$ cat src/rtl/fcs_pkg.sv
package fcs_pkg;

    // Field widths
    localparam int CODE_W  = 8;
    localparam int WORD_W  = 16;
    localparam int TICK_W  = 8;
    localparam int PHASE_W = 2;
    localparam int MSG_W   = 4;
    localparam int VEL_W   = 17;
    localparam int EXP_W   = 26;
    localparam int ELAP_W  = 32;
    localparam int CFG_IDX_W = 2;

    // Packed stream widths
    localparam int S_DATA_W = 56;
    localparam int M_DATA_W = 88;

    // Command codes
    localparam logic [CODE_W-1:0] CMD_IDLE       = 8'h00;
    localparam logic [CODE_W-1:0] CMD_TAKEOFF    = 8'h01;
    localparam logic [CODE_W-1:0] CMD_LAND       = 8'h02;
    localparam logic [CODE_W-1:0] CMD_UP         = 8'h03;
    localparam logic [CODE_W-1:0] CMD_DOWN       = 8'h04;
    localparam logic [CODE_W-1:0] CMD_FORWARD    = 8'h05;
    localparam logic [CODE_W-1:0] CMD_BACK       = 8'h06;
    localparam logic [CODE_W-1:0] CMD_LEFT       = 8'h07;
    localparam logic [CODE_W-1:0] CMD_RIGHT      = 8'h08;
    localparam logic [CODE_W-1:0] CMD_TURN_LEFT  = 8'h09;
    localparam logic [CODE_W-1:0] CMD_TURN_RIGHT = 8'h0A;
    localparam logic [CODE_W-1:0] CMD_STOP       = 8'hA0;

    // Message codes
    localparam logic [MSG_W-1:0] MSG_NONE        = 4'd0;
    localparam logic [MSG_W-1:0] MSG_STATE_ERR   = 4'd1;
    localparam logic [MSG_W-1:0] MSG_TAKEOFF     = 4'd2;
    localparam logic [MSG_W-1:0] MSG_TAKEOFF_OK  = 4'd3;
    localparam logic [MSG_W-1:0] MSG_CMD_ERR     = 4'd4;
    localparam logic [MSG_W-1:0] MSG_LANDING     = 4'd5;
    localparam logic [MSG_W-1:0] MSG_LANDED      = 4'd6;
    localparam logic [MSG_W-1:0] MSG_STOPPED     = 4'd7;
    localparam logic [MSG_W-1:0] MSG_MOVE_START  = 4'd8;
    localparam logic [MSG_W-1:0] MSG_MOVE_DONE   = 4'd9;

    // Take-off phases
    localparam logic [PHASE_W-1:0] PHASE_IDLE     = 2'd0;
    localparam logic [PHASE_W-1:0] PHASE_FINISHED = 2'd2;
    localparam logic [PHASE_W-1:0] PHASE_BEYOND   = 2'd3;

    // Configuration register indexes
    localparam logic [CFG_IDX_W-1:0] REG_CLIMB   = 2'd0;
    localparam logic [CFG_IDX_W-1:0] REG_DESCENT = 2'd1;
    localparam logic [CFG_IDX_W-1:0] REG_HORIZ   = 2'd2;
    localparam logic [CFG_IDX_W-1:0] REG_TURN    = 2'd3;

    // Configuration reset values
    localparam logic [WORD_W-1:0] CLIMB_RST   = 16'd200;
    localparam logic [WORD_W-1:0] DESCENT_RST = 16'd150;
    localparam logic [WORD_W-1:0] HORIZ_RST   = 16'd300;
    localparam logic [WORD_W-1:0] TURN_RST    = 16'd90;

    // Input selector on tuser
    localparam logic OP_FRAME = 1'b0;
    localparam logic OP_TICK  = 1'b1;

    localparam logic [EXP_W-1:0] MS_PER_S = 26'd1000;

    // Axis of a move
    typedef enum logic [1:0] {
        AXIS_X   = 2'd0,
        AXIS_Y   = 2'd1,
        AXIS_Z   = 2'd2,
        AXIS_YAW = 2'd3
    } t_axis;

endpackage

$ cat src/rtl/flight_command_sequencer.sv
// Channel   | Dir | Handshake              | Payload
// ----------+-----+------------------------+------------------------------------------
// s stream  | in  | i_s_tvalid/o_s_tready  | i_s_tdata, i_s_tuser = operation
// m stream  | out | o_m_tvalid/i_m_tready  | o_m_tdata
// cfg write | in  | i_cfg_we               | i_cfg_idx, i_cfg_wdata
//
// A command frame is stored and gives no result.
// A timer tick is loaded at its accept edge, then runs 26 steps of the restoring
// divider (move time = amount*1000 / divisor) and a finish state: its result is
// registered when the finish state completes, and the input is then ready again.
// The input is not ready from accept until the finish cycle has completed.
// The finish cycle waits while the previous result is still held on the output.
// Synchronous active-low reset clears the sequencer state and output valid and loads the limit defaults.
module flight_command_sequencer (
    input  logic                          i_clk,
    input  logic                          i_rst_n,
    // cfg port
    input  logic                          i_cfg_we,
    input  logic [fcs_pkg::CFG_IDX_W-1:0] i_cfg_idx,
    input  logic [fcs_pkg::WORD_W-1:0]    i_cfg_wdata,
    // input stream
    input  logic                          i_s_tvalid,
    output logic                          o_s_tready,
    // [7:0] command, [23:8] amount, [39:24] speed, [47:40] tick_ms, [48] link_lost,
    // [49] position_hold_mode, [50] position_source_ok, [52:51] takeoff_phase,
    // [53] motors_unlocked, [55:54] zero
    input  logic [fcs_pkg::S_DATA_W-1:0]  i_s_tdata,
    // [0] operation
    input  logic                          i_s_tuser,
    // output stream
    output logic                          o_m_tvalid,
    input  logic                          i_m_tready,
    // [7:0] active_command, [11:8] message, [12] request_takeoff, [13] request_land,
    // [14] request_lock, [31:15] velocity_x, [48:32] velocity_y, [65:49] velocity_z,
    // [82:66] yaw_rate, [87:83] zero
    output logic [fcs_pkg::M_DATA_W-1:0]  o_m_tdata
);

    localparam logic [1:0] ST_IDLE = 2'd0;
    localparam logic [1:0] ST_DIV  = 2'd1;
    localparam logic [1:0] ST_FIN  = 2'd2;

    localparam int CNT_W = $clog2(fcs_pkg::EXP_W);
    localparam logic [CNT_W-1:0] CNT_LAST = CNT_W'(fcs_pkg::EXP_W - 1);

    // Input field unpack
    logic [fcs_pkg::CODE_W-1:0]  s_command;
    logic [fcs_pkg::WORD_W-1:0]  s_amount;
    logic [fcs_pkg::WORD_W-1:0]  s_speed;
    logic [fcs_pkg::TICK_W-1:0]  s_tick;
    logic                        s_link_lost;
    logic                        s_hold;
    logic                        s_src_ok;
    logic [fcs_pkg::PHASE_W-1:0] s_phase;
    logic                        s_motors;

    assign s_command   = i_s_tdata[7:0];
    assign s_amount    = i_s_tdata[23:8];
    assign s_speed     = i_s_tdata[39:24];
    assign s_tick      = i_s_tdata[47:40];
    assign s_link_lost = i_s_tdata[48];
    assign s_hold      = i_s_tdata[49];
    assign s_src_ok    = i_s_tdata[50];
    assign s_phase     = i_s_tdata[52:51];
    assign s_motors    = i_s_tdata[53];

    // Registers
    logic [1:0]                  r_state;
    logic [fcs_pkg::WORD_W-1:0]  r_lim_climb, r_lim_descent, r_lim_horiz, r_lim_turn;
    logic [fcs_pkg::CODE_W-1:0]  r_code, r_prev;
    logic                        r_ready_flag, r_takeoff_sent, r_state_err;
    logic [fcs_pkg::WORD_W-1:0]  r_amount, r_speed;
    logic [fcs_pkg::ELAP_W-1:0]  r_elapsed;
    logic [fcs_pkg::TICK_W-1:0]  r_tick;
    logic [fcs_pkg::PHASE_W-1:0] r_phase;
    logic                        r_motors;
    logic [fcs_pkg::WORD_W-1:0]  r_div;
    logic [fcs_pkg::WORD_W-1:0]  r_rem;
    logic [fcs_pkg::EXP_W-1:0]   r_quo;
    logic [CNT_W-1:0]            r_cnt;
    logic                        r_m_valid;
    logic [fcs_pkg::M_DATA_W-1:0] r_m_data;

    logic s_accept, tick_accept, frame_accept, out_free;
    assign o_s_tready   = (r_state == ST_IDLE);
    assign s_accept     = i_s_tvalid && o_s_tready;
    assign tick_accept  = s_accept && (i_s_tuser == fcs_pkg::OP_TICK);
    assign frame_accept = s_accept && (i_s_tuser == fcs_pkg::OP_FRAME);
    assign out_free     = !r_m_valid || i_m_tready;

    // Code change check at tick accept
    logic                       changed, link_ok;
    logic [fcs_pkg::CODE_W-1:0] chk_code;
    assign changed  = (r_code != r_prev);
    assign link_ok  = !s_link_lost && s_hold && s_src_ok;
    assign chk_code = (changed && !link_ok) ? fcs_pkg::CMD_IDLE : r_code;

    // Divisor: held speed clamped to the axis limit of the checked code
    logic [fcs_pkg::WORD_W-1:0] axis_lim, div_sel;
    always_comb begin
        unique case (chk_code)
            fcs_pkg::CMD_UP:    axis_lim = r_lim_climb;
            fcs_pkg::CMD_DOWN:  axis_lim = r_lim_descent;
            fcs_pkg::CMD_TURN_LEFT,
            fcs_pkg::CMD_TURN_RIGHT: axis_lim = r_lim_turn;
            default:            axis_lim = r_lim_horiz;
        endcase
        div_sel = (r_speed < axis_lim) ? r_speed : axis_lim;
    end

    logic [fcs_pkg::EXP_W-1:0] dividend;
    assign dividend = fcs_pkg::EXP_W'(r_amount) * fcs_pkg::MS_PER_S;

    // Restoring divider step
    logic [fcs_pkg::WORD_W:0]   rem_sh;
    logic [fcs_pkg::WORD_W-1:0] rem_sub;
    logic                       rem_ge;
    assign rem_sh  = {r_rem, r_quo[fcs_pkg::EXP_W-1]};
    assign rem_ge  = (rem_sh >= {1'b0, r_div});
    assign rem_sub = rem_sh[fcs_pkg::WORD_W-1:0] - r_div;

    // Finish cycle: command sequencing
    logic [fcs_pkg::EXP_W-1:0]  expected;
    logic                       is_move, move_neg;
    fcs_pkg::t_axis             move_axis;
    logic [fcs_pkg::CODE_W-1:0] fin_code;
    logic [fcs_pkg::MSG_W-1:0]  fin_msg;
    logic                       req_to, req_land, req_lock, set_sent;
    logic [fcs_pkg::ELAP_W-1:0] elap_sum;
    logic                       elap_ovf;

    assign expected = (r_div == '0) ? '0 : r_quo;
    assign {elap_ovf, elap_sum} = {1'b0, r_elapsed} + (fcs_pkg::ELAP_W + 1)'(r_tick);

    always_comb begin
        is_move   = 1'b1;
        move_neg  = 1'b0;
        move_axis = fcs_pkg::AXIS_X;
        unique case (r_code)
            fcs_pkg::CMD_UP:         move_axis = fcs_pkg::AXIS_Z;
            fcs_pkg::CMD_DOWN: begin
                move_axis = fcs_pkg::AXIS_Z;
                move_neg  = 1'b1;
            end
            fcs_pkg::CMD_FORWARD:    move_axis = fcs_pkg::AXIS_X;
            fcs_pkg::CMD_BACK:       move_neg  = 1'b1;
            fcs_pkg::CMD_LEFT:       move_axis = fcs_pkg::AXIS_Y;
            fcs_pkg::CMD_RIGHT: begin
                move_axis = fcs_pkg::AXIS_Y;
                move_neg  = 1'b1;
            end
            fcs_pkg::CMD_TURN_LEFT:  move_axis = fcs_pkg::AXIS_YAW;
            fcs_pkg::CMD_TURN_RIGHT: begin
                move_axis = fcs_pkg::AXIS_YAW;
                move_neg  = 1'b1;
            end
            default:                 is_move = 1'b0;
        endcase
    end

    always_comb begin
        fin_code = r_code;
        fin_msg  = r_state_err ? fcs_pkg::MSG_STATE_ERR : fcs_pkg::MSG_NONE;
        req_to   = 1'b0;
        req_land = 1'b0;
        req_lock = 1'b0;
        set_sent = 1'b0;
        if (r_code == fcs_pkg::CMD_TAKEOFF) begin
            if (r_ready_flag) begin
                // take-off still running: nothing to report
                if (r_phase == fcs_pkg::PHASE_IDLE) begin
                    if (!r_takeoff_sent) begin
                        set_sent = 1'b1;
                        fin_msg  = fcs_pkg::MSG_TAKEOFF;
                        req_to   = 1'b1;
                    end
                end else if (r_phase == fcs_pkg::PHASE_FINISHED) begin
                    fin_msg  = fcs_pkg::MSG_TAKEOFF_OK;
                    fin_code = fcs_pkg::CMD_IDLE;
                end else if (r_phase == fcs_pkg::PHASE_BEYOND) begin
                    fin_msg  = fcs_pkg::MSG_CMD_ERR;
                    fin_code = fcs_pkg::CMD_IDLE;
                end
            end
        end else if (r_code == fcs_pkg::CMD_LAND) begin
            if (r_phase == fcs_pkg::PHASE_FINISHED) begin
                fin_msg  = fcs_pkg::MSG_LANDING;
                req_land = 1'b1;
            end else if (r_phase == fcs_pkg::PHASE_IDLE) begin
                fin_msg  = fcs_pkg::MSG_LANDED;
                fin_code = fcs_pkg::CMD_IDLE;
            end
        end else if (r_code == fcs_pkg::CMD_STOP) begin
            if (r_motors) begin
                fin_msg  = fcs_pkg::MSG_STOPPED;
                req_lock = 1'b1;
                fin_code = fcs_pkg::CMD_IDLE;
            end
        end else if (is_move) begin
            if (r_elapsed == '0) begin
                fin_msg = fcs_pkg::MSG_MOVE_START;
            end else if ({{(fcs_pkg::ELAP_W - fcs_pkg::EXP_W){1'b0}}, expected} < r_elapsed)
            begin
                fin_msg  = fcs_pkg::MSG_MOVE_DONE;
                fin_code = fcs_pkg::CMD_IDLE;
            end
        end
    end

    // Velocity references: only the axis of a move still running is nonzero
    logic signed [fcs_pkg::VEL_W-1:0] vel_mag, vel_val;
    logic signed [fcs_pkg::VEL_W-1:0] vel_x, vel_y, vel_z, vel_yaw;
    logic                             vel_on;
    assign vel_mag = {1'b0, r_speed};
    assign vel_val = move_neg ? -vel_mag : vel_mag;
    assign vel_on  = is_move && (fin_code != fcs_pkg::CMD_IDLE);
    assign vel_x   = (vel_on && move_axis == fcs_pkg::AXIS_X)   ? vel_val : '0;
    assign vel_y   = (vel_on && move_axis == fcs_pkg::AXIS_Y)   ? vel_val : '0;
    assign vel_z   = (vel_on && move_axis == fcs_pkg::AXIS_Z)   ? vel_val : '0;
    assign vel_yaw = (vel_on && move_axis == fcs_pkg::AXIS_YAW) ? vel_val : '0;

    logic fin_go;
    assign fin_go = (r_state == ST_FIN) && out_free;

    // Configuration registers
    always_ff @(posedge i_clk) begin
        if (!i_rst_n) begin
            r_lim_climb   <= fcs_pkg::CLIMB_RST;
            r_lim_descent <= fcs_pkg::DESCENT_RST;
            r_lim_horiz   <= fcs_pkg::HORIZ_RST;
            r_lim_turn    <= fcs_pkg::TURN_RST;
        end else if (i_cfg_we) begin
            unique case (i_cfg_idx)
                fcs_pkg::REG_CLIMB:   r_lim_climb   <= i_cfg_wdata;
                fcs_pkg::REG_DESCENT: r_lim_descent <= i_cfg_wdata;
                fcs_pkg::REG_HORIZ:   r_lim_horiz   <= i_cfg_wdata;
                fcs_pkg::REG_TURN:    r_lim_turn    <= i_cfg_wdata;
                default: ;
            endcase
        end
    end

    // Sequencer and command state
    always_ff @(posedge i_clk) begin
        if (!i_rst_n) begin
            r_state        <= ST_IDLE;
            r_code         <= fcs_pkg::CMD_IDLE;
            r_prev         <= fcs_pkg::CMD_IDLE;
            r_ready_flag   <= 1'b0;
            r_takeoff_sent <= 1'b0;
            r_state_err    <= 1'b0;
            r_amount       <= '0;
            r_speed        <= '0;
            r_elapsed      <= '0;
            r_cnt          <= '0;
        end else begin
            unique case (r_state)
                ST_IDLE: begin
                    if (frame_accept) begin
                        r_code   <= s_command;
                        r_amount <= s_amount;
                        r_speed  <= s_speed;
                    end else if (tick_accept) begin
                        r_code      <= chk_code;
                        r_state_err <= changed && !link_ok;
                        if (changed) begin
                            r_takeoff_sent <= 1'b0;
                            r_elapsed      <= '0;
                            r_ready_flag   <= link_ok;
                        end
                        r_cnt   <= CNT_LAST;
                        r_state <= ST_DIV;
                    end
                end
                ST_DIV: begin
                    r_cnt <= r_cnt - 1'b1;
                    if (r_cnt == '0) begin
                        r_state <= ST_FIN;
                    end
                end
                ST_FIN: begin
                    if (out_free) begin
                        r_code <= fin_code;
                        r_prev <= fin_code;
                        if (fin_code == fcs_pkg::CMD_IDLE) begin
                            r_takeoff_sent <= 1'b0;
                            r_elapsed      <= '0;
                        end else begin
                            if (set_sent) begin
                                r_takeoff_sent <= 1'b1;
                            end
                            if (is_move) begin
                                r_elapsed <= elap_ovf ? '1 : elap_sum;
                            end
                        end
                        r_state <= ST_IDLE;
                    end
                end
                default: r_state <= ST_IDLE;
            endcase
        end
    end

    // Tick operands and divider datapath
    always_ff @(posedge i_clk) begin
        if (tick_accept) begin
            r_tick   <= s_tick;
            r_phase  <= s_phase;
            r_motors <= s_motors;
            r_div    <= div_sel;
            r_rem    <= '0;
            r_quo    <= dividend;
        end else if (r_state == ST_DIV) begin
            r_rem <= rem_ge ? rem_sub : rem_sh[fcs_pkg::WORD_W-1:0];
            r_quo <= {r_quo[fcs_pkg::EXP_W-2:0], rem_ge};
        end
    end

    // Output register
    always_ff @(posedge i_clk) begin
        if (!i_rst_n) begin
            r_m_valid <= 1'b0;
        end else if (fin_go) begin
            r_m_valid <= 1'b1;
        end else if (i_m_tready) begin
            r_m_valid <= 1'b0;
        end
    end

    always_ff @(posedge i_clk) begin
        if (fin_go) begin
            r_m_data <= {5'b0, vel_yaw, vel_z, vel_y, vel_x,
                         req_lock, req_land, req_to, fin_msg, fin_code};
        end
    end

    assign o_m_tvalid = r_m_valid;
    assign o_m_tdata  = r_m_data;

endmodule
$ cat config.mk
export PLATFORM = sky130hd
export DESIGN_NAME = flight_command_sequencer
export DESIGN_NICKNAME = d
export VERILOG_FILES = /design/src/rtl/fcs_pkg.sv /design/src/rtl/flight_command_sequencer.sv
export SDC_FILE = /design/constraint.sdc
export NUM_CORES = 1
export LEC_CHECK = 0
export BUFFER_PORTS_ARGS = -buffer_cell sky130_fd_sc_hd__buf_4
export CAP_MARGIN = 10
export CORE_AREA = 4 4 177 179
export DETAILED_ROUTE_END_ITERATION = 8
export DIE_AREA = 0 0 181 183
export GPL_ROUTABILITY_DRIVEN = 0
export MAX_ROUTING_LAYER = met4
export PLACE_DENSITY = 0.8
export SKIP_LAST_GASP = 1
export SYNTH_ARGS = -nofsm -noshare
export SYNTH_HDL_FRONTEND = slang
export SYNTH_SLANG_ARGS = --single-unit
$ cat constraint.sdc
create_clock -name i_clk -period 14.2 [get_ports i_clk]
set_clock_uncertainty 0.2 [all_clocks]
set_input_delay 2.84 -clock i_clk [delete_from_list [all_inputs] [get_ports i_clk]]
set_output_delay 2.84 -clock i_clk [all_outputs]
set_load 0.005 [all_outputs]
==> summary.md <==
| Metric | Value |
|---|---|
| Clock power frac | `36.2%` |
| Peak VDD IR | `101.8 uV` |
| Logic pwr share | `23.0%` |
| Initial core utilization | `59.69%` |
| RSZ-0062 raised after global routing | `no` |
| CTS Sinks | `307` |
| Final HPWL DP | `30.65 mm` |
| Setup crit end kind | `register` |
| Vias per cell | `5.990` |
| Clk root buf | `clkbuf_16` |
| Layout area overhead | `15.01%` |
| DP Cell Count | `2366` |
| First-pass GRT wire length | `70.90 mm` |
| CTS tree | `yes` |
| Core area | `29560 um^2` |
| Internal power | `0.001793 W` |
| Hold WS | `0.2545 ns` |
| Die height | `183 um` |
| Mapped Area | `17640 um^2` |
| Status | `completed` |
| Clk slew on worst S/H paths | `0.06 ns` |
| Synthesized instance count | `1884` |
| Grt ovf | `0` |
| Worst hold path type | `reg2reg` |
| Register share of total power | `40.8%` |
| Max H-tree Level | `2` |
| Critical path data required time | `14.27 ns` |
| Period minus WS final | `6.557 ns` |
| First DRT Iteration DRCs | `1158` |
| Fin Setup TNS | `0 ns` |
| Switch share | `29.53%` |
| Flops & latches, synth | `307` |
| FF-to-FF Start | `r_div[0]` |
| Non-filler instance count after layout | `2429` |
| Seq/Total Area, Yosys | `42.38%` |
| WP data arrival | `6.63 ns` |
| Post-cts hold buffer count | `0` |
| Vias in the first global route | `14297` |
| Worst setup SP type | `input pin` |
| Largest fanout on the critical path | `15` |
| Util after Layout | `68.64%` |
| I/O Buffers | `162` |
| Top achievable clock speed | `0.1525 GHz` |
| Final Hold Fails | `0` |
| Later-pin clock latency in the skew report | `0.52 ns` |
| Num rows | `63` |
| EDFF count, synth | `133` |
| Total power divided by cell area | `125.4 nW/um^2` |
| Final nets | `2269` |
| Gr usage total | `26.30%` |
| Largest net degree at the start of global routing | `106` |
| WL/cell | `17.98 um` |
| Ys async rst share | `0%` |
| Final setup viols | `0` |
| Share of post-route cells with drive strength above 1 | `12.85%` |
| Avg Inst Size Synth | `9.365 um^2` |
| N_diodes | `0` |
| Final period utilization | `46.18%` |
| Detailed Route WL | `43.67 mm` |
| Worst hold path startpoint | `r_lim_descent[8]` |
| Hold EP | `r_lim_descent[8]` |
| Cell leakage power | `8.357 nW` |
| Hold Path Depth | `2` |
| Residual DRC | `0` |
| Initial antenna violation count | `0` |
| R2r endpoint | `o_m_tdata[53]` |
| Reg2Reg Depth | `13` |
| Post-synth top flop | `dfxtp_1` |
| Synthesis Warnings | `0` |
| Relative slew slack | `21.62%` |
| Die ar. | `33120 um^2` |
| R2R Setup Slk | `8.41 ns` |
| CP Class | `in2reg` |
| Net switching power figure | `0.0007516 W` |
| Antenna Nets Post-Route | `0` |
| Drt first pass iters | `5` |
| Die X | `181 um` |
| Max cap viols | `0` |
| Max clock buf depth | `3` |
| Distinct cells, synth | `82` |
| Post-CTS sizing | `0` |
| DR vias | `14550` |
| Boundary Pins | `170` |
| Max Slew Vio Count | `0` |
| CTS buffer count | `35` |
| Slew @ Worst Pin | `1.176 ns` |
| Post-CTS Setup Bufs | `0` |
-- stage by stage --
step	worst slack [ns]	instance area [um^2]	power, W
floorplan	7.897	17660	0.001475
global placement	7.210	19100	0.001604
detailed placement	7.092	19100	0.001629
CTS	7.607	20290	0.002548
global route	7.412	20290	0.002667
finish	7.643	20290	0.002545
-- worst max-delay path by stage --
| stage | to | slack (ns) | cells after the start | from |
|---|---|---|---|---|
| 3_3_place_gp | r_div[0] | 7.21 | 14 | i_s_tdata[50] |
| 2_1_floorplan | r_div[0] | 7.90 | 14 | i_s_tdata[50] |
| 6_report | r_div[0] | 7.64 | 15 | i_s_tdata[50] |
| 5_1_grt | r_div[0] | 7.41 | 15 | i_s_tdata[50] |
| 3_5_place_dp | r_div[0] | 7.09 | 14 | i_s_tdata[50] |
| 4_1_cts | r_div[0] | 7.61 | 14 | i_s_tdata[50] |
-- worst max-delay path: stages --
cell and delay, ns:
buf_4 0.11, nand2_1 0.05, nor2_1 0.06, a21oi_2 0.27, nor2_2 0.08, and2_1 0.37, a221oi_1 0.61, ha_1 0.35
a21o_1 0.16, a21o_1 0.17, a21oi_1 0.18, nand2_1 0.14, o41ai_4 0.53, buf_4 0.33, mux2_2 0.35
-- logic make-up (layout without fill, tap and decap cells) --
kind of cell | Yosys count | in the layout | synth area share [%]
buffers and inverters | 194 | 345 | 4.482
AO/OA/AOI/OAI | 434 | 434 | 16.12
AND/OR/NAND/NOR | 682 | 682 | 17.42
adder cells (fa/ha/maj) | 177 | 177 | 14.92
other | 1 | 5 | 0.02125
XOR/XNOR | 58 | 58 | 2.879
multiplexers | 31 | 31 | 1.773
flip-flops | 307 | 307 | 42.38
-- routing by layer --
layer	vias up	wire (um)	global-route usage, %
li1	6883	-	-
met1	7062	17140	31.12
met2	507	22560	46.73
met3	98	2592	3.411
met4	0	1378	8.826
met5	-	0	-
-- cells in the mapped netlist, types with 15 or more instances --
master      n  share of area [%]
inv_1     103                2.2
edfxtp_1  133                 23
nor4_1     17               0.60
and2_1     32                1.1
nand2b_1   15               0.53
a22o_1     33                1.6
nor2_1    148                3.1
ha_1      120                8.5
a21oi_1   145                4.1
dfxtp_1   174                 20
mux2i_1    29                1.6
o21a_1     15               0.64
nand3_1    52                1.5
a221oi_1   17               0.84
xnor2_1    41                2.0
o21ai_0    78                2.2
nor2b_1    15               0.53
nor3_1     18               0.51
fa_1       56                6.4
a21o_1     33                1.4
nand2_1   320                6.8
xor2_1     17               0.84
clkbuf_1   62                1.3
-- flip-flops by register name (all words and copies together) (netlist names), 5 cells and up --
| name | cells |
|---|---|
| o_m_tdata | 83 |
| r_amount | 16 |
| r_cnt | 5 |
| r_code | 8 |
| r_div | 16 |
| r_elapsed | 32 |
| r_lim_climb | 16 |
| r_lim_descent | 16 |
| r_lim_horiz | 16 |
| r_lim_turn | 16 |
| r_prev | 8 |
| r_quo | 26 |
| r_rem | 16 |
| r_speed | 16 |
| r_tick | 8 |
-- power groups by stage --
stage	Clock [W]	Combinational (W)	Sequential (W)
after floorplan	0	0.000441	0.00103
after global placement	0	0.000553	0.00105
after detailed placement	0	0.000575	0.00105
after CTS	0.000930	0.000583	0.00104
after global routing	0.000969	0.000656	0.00104
final	0.000922	0.000585	0.00104
-- placed cells by master (no fill, tap or decap), types with 17 or more instances in the layout --
master / instances
nand2_1: 320
nor4_1: 17
xor2_1: 17
edfxtp_1: 133
a21o_1: 33
dfxtp_1: 174
ha_1: 120
nand3_1: 52
o21ai_0: 78
mux2i_1: 29
nor2_1: 147
and2_1: 32
buf_4: 177
nor3_1: 18
xnor2_1: 41
a221oi_1: 17
fa_1: 56
inv_1: 103
clkbuf_16: 37
a22o_1: 33
a21oi_1: 145
-- cell type report --
class,instances,area (um^2)
sequential,307,7477
clock buffer,51,1052
fill,2251,9269
timing repair buffer,177,1329
multi-input combinational,1387,9405
tap,390,488.0
clock inverter,12,142.6
inverter,105,396.6
Power figures use the tool's default switching activity.
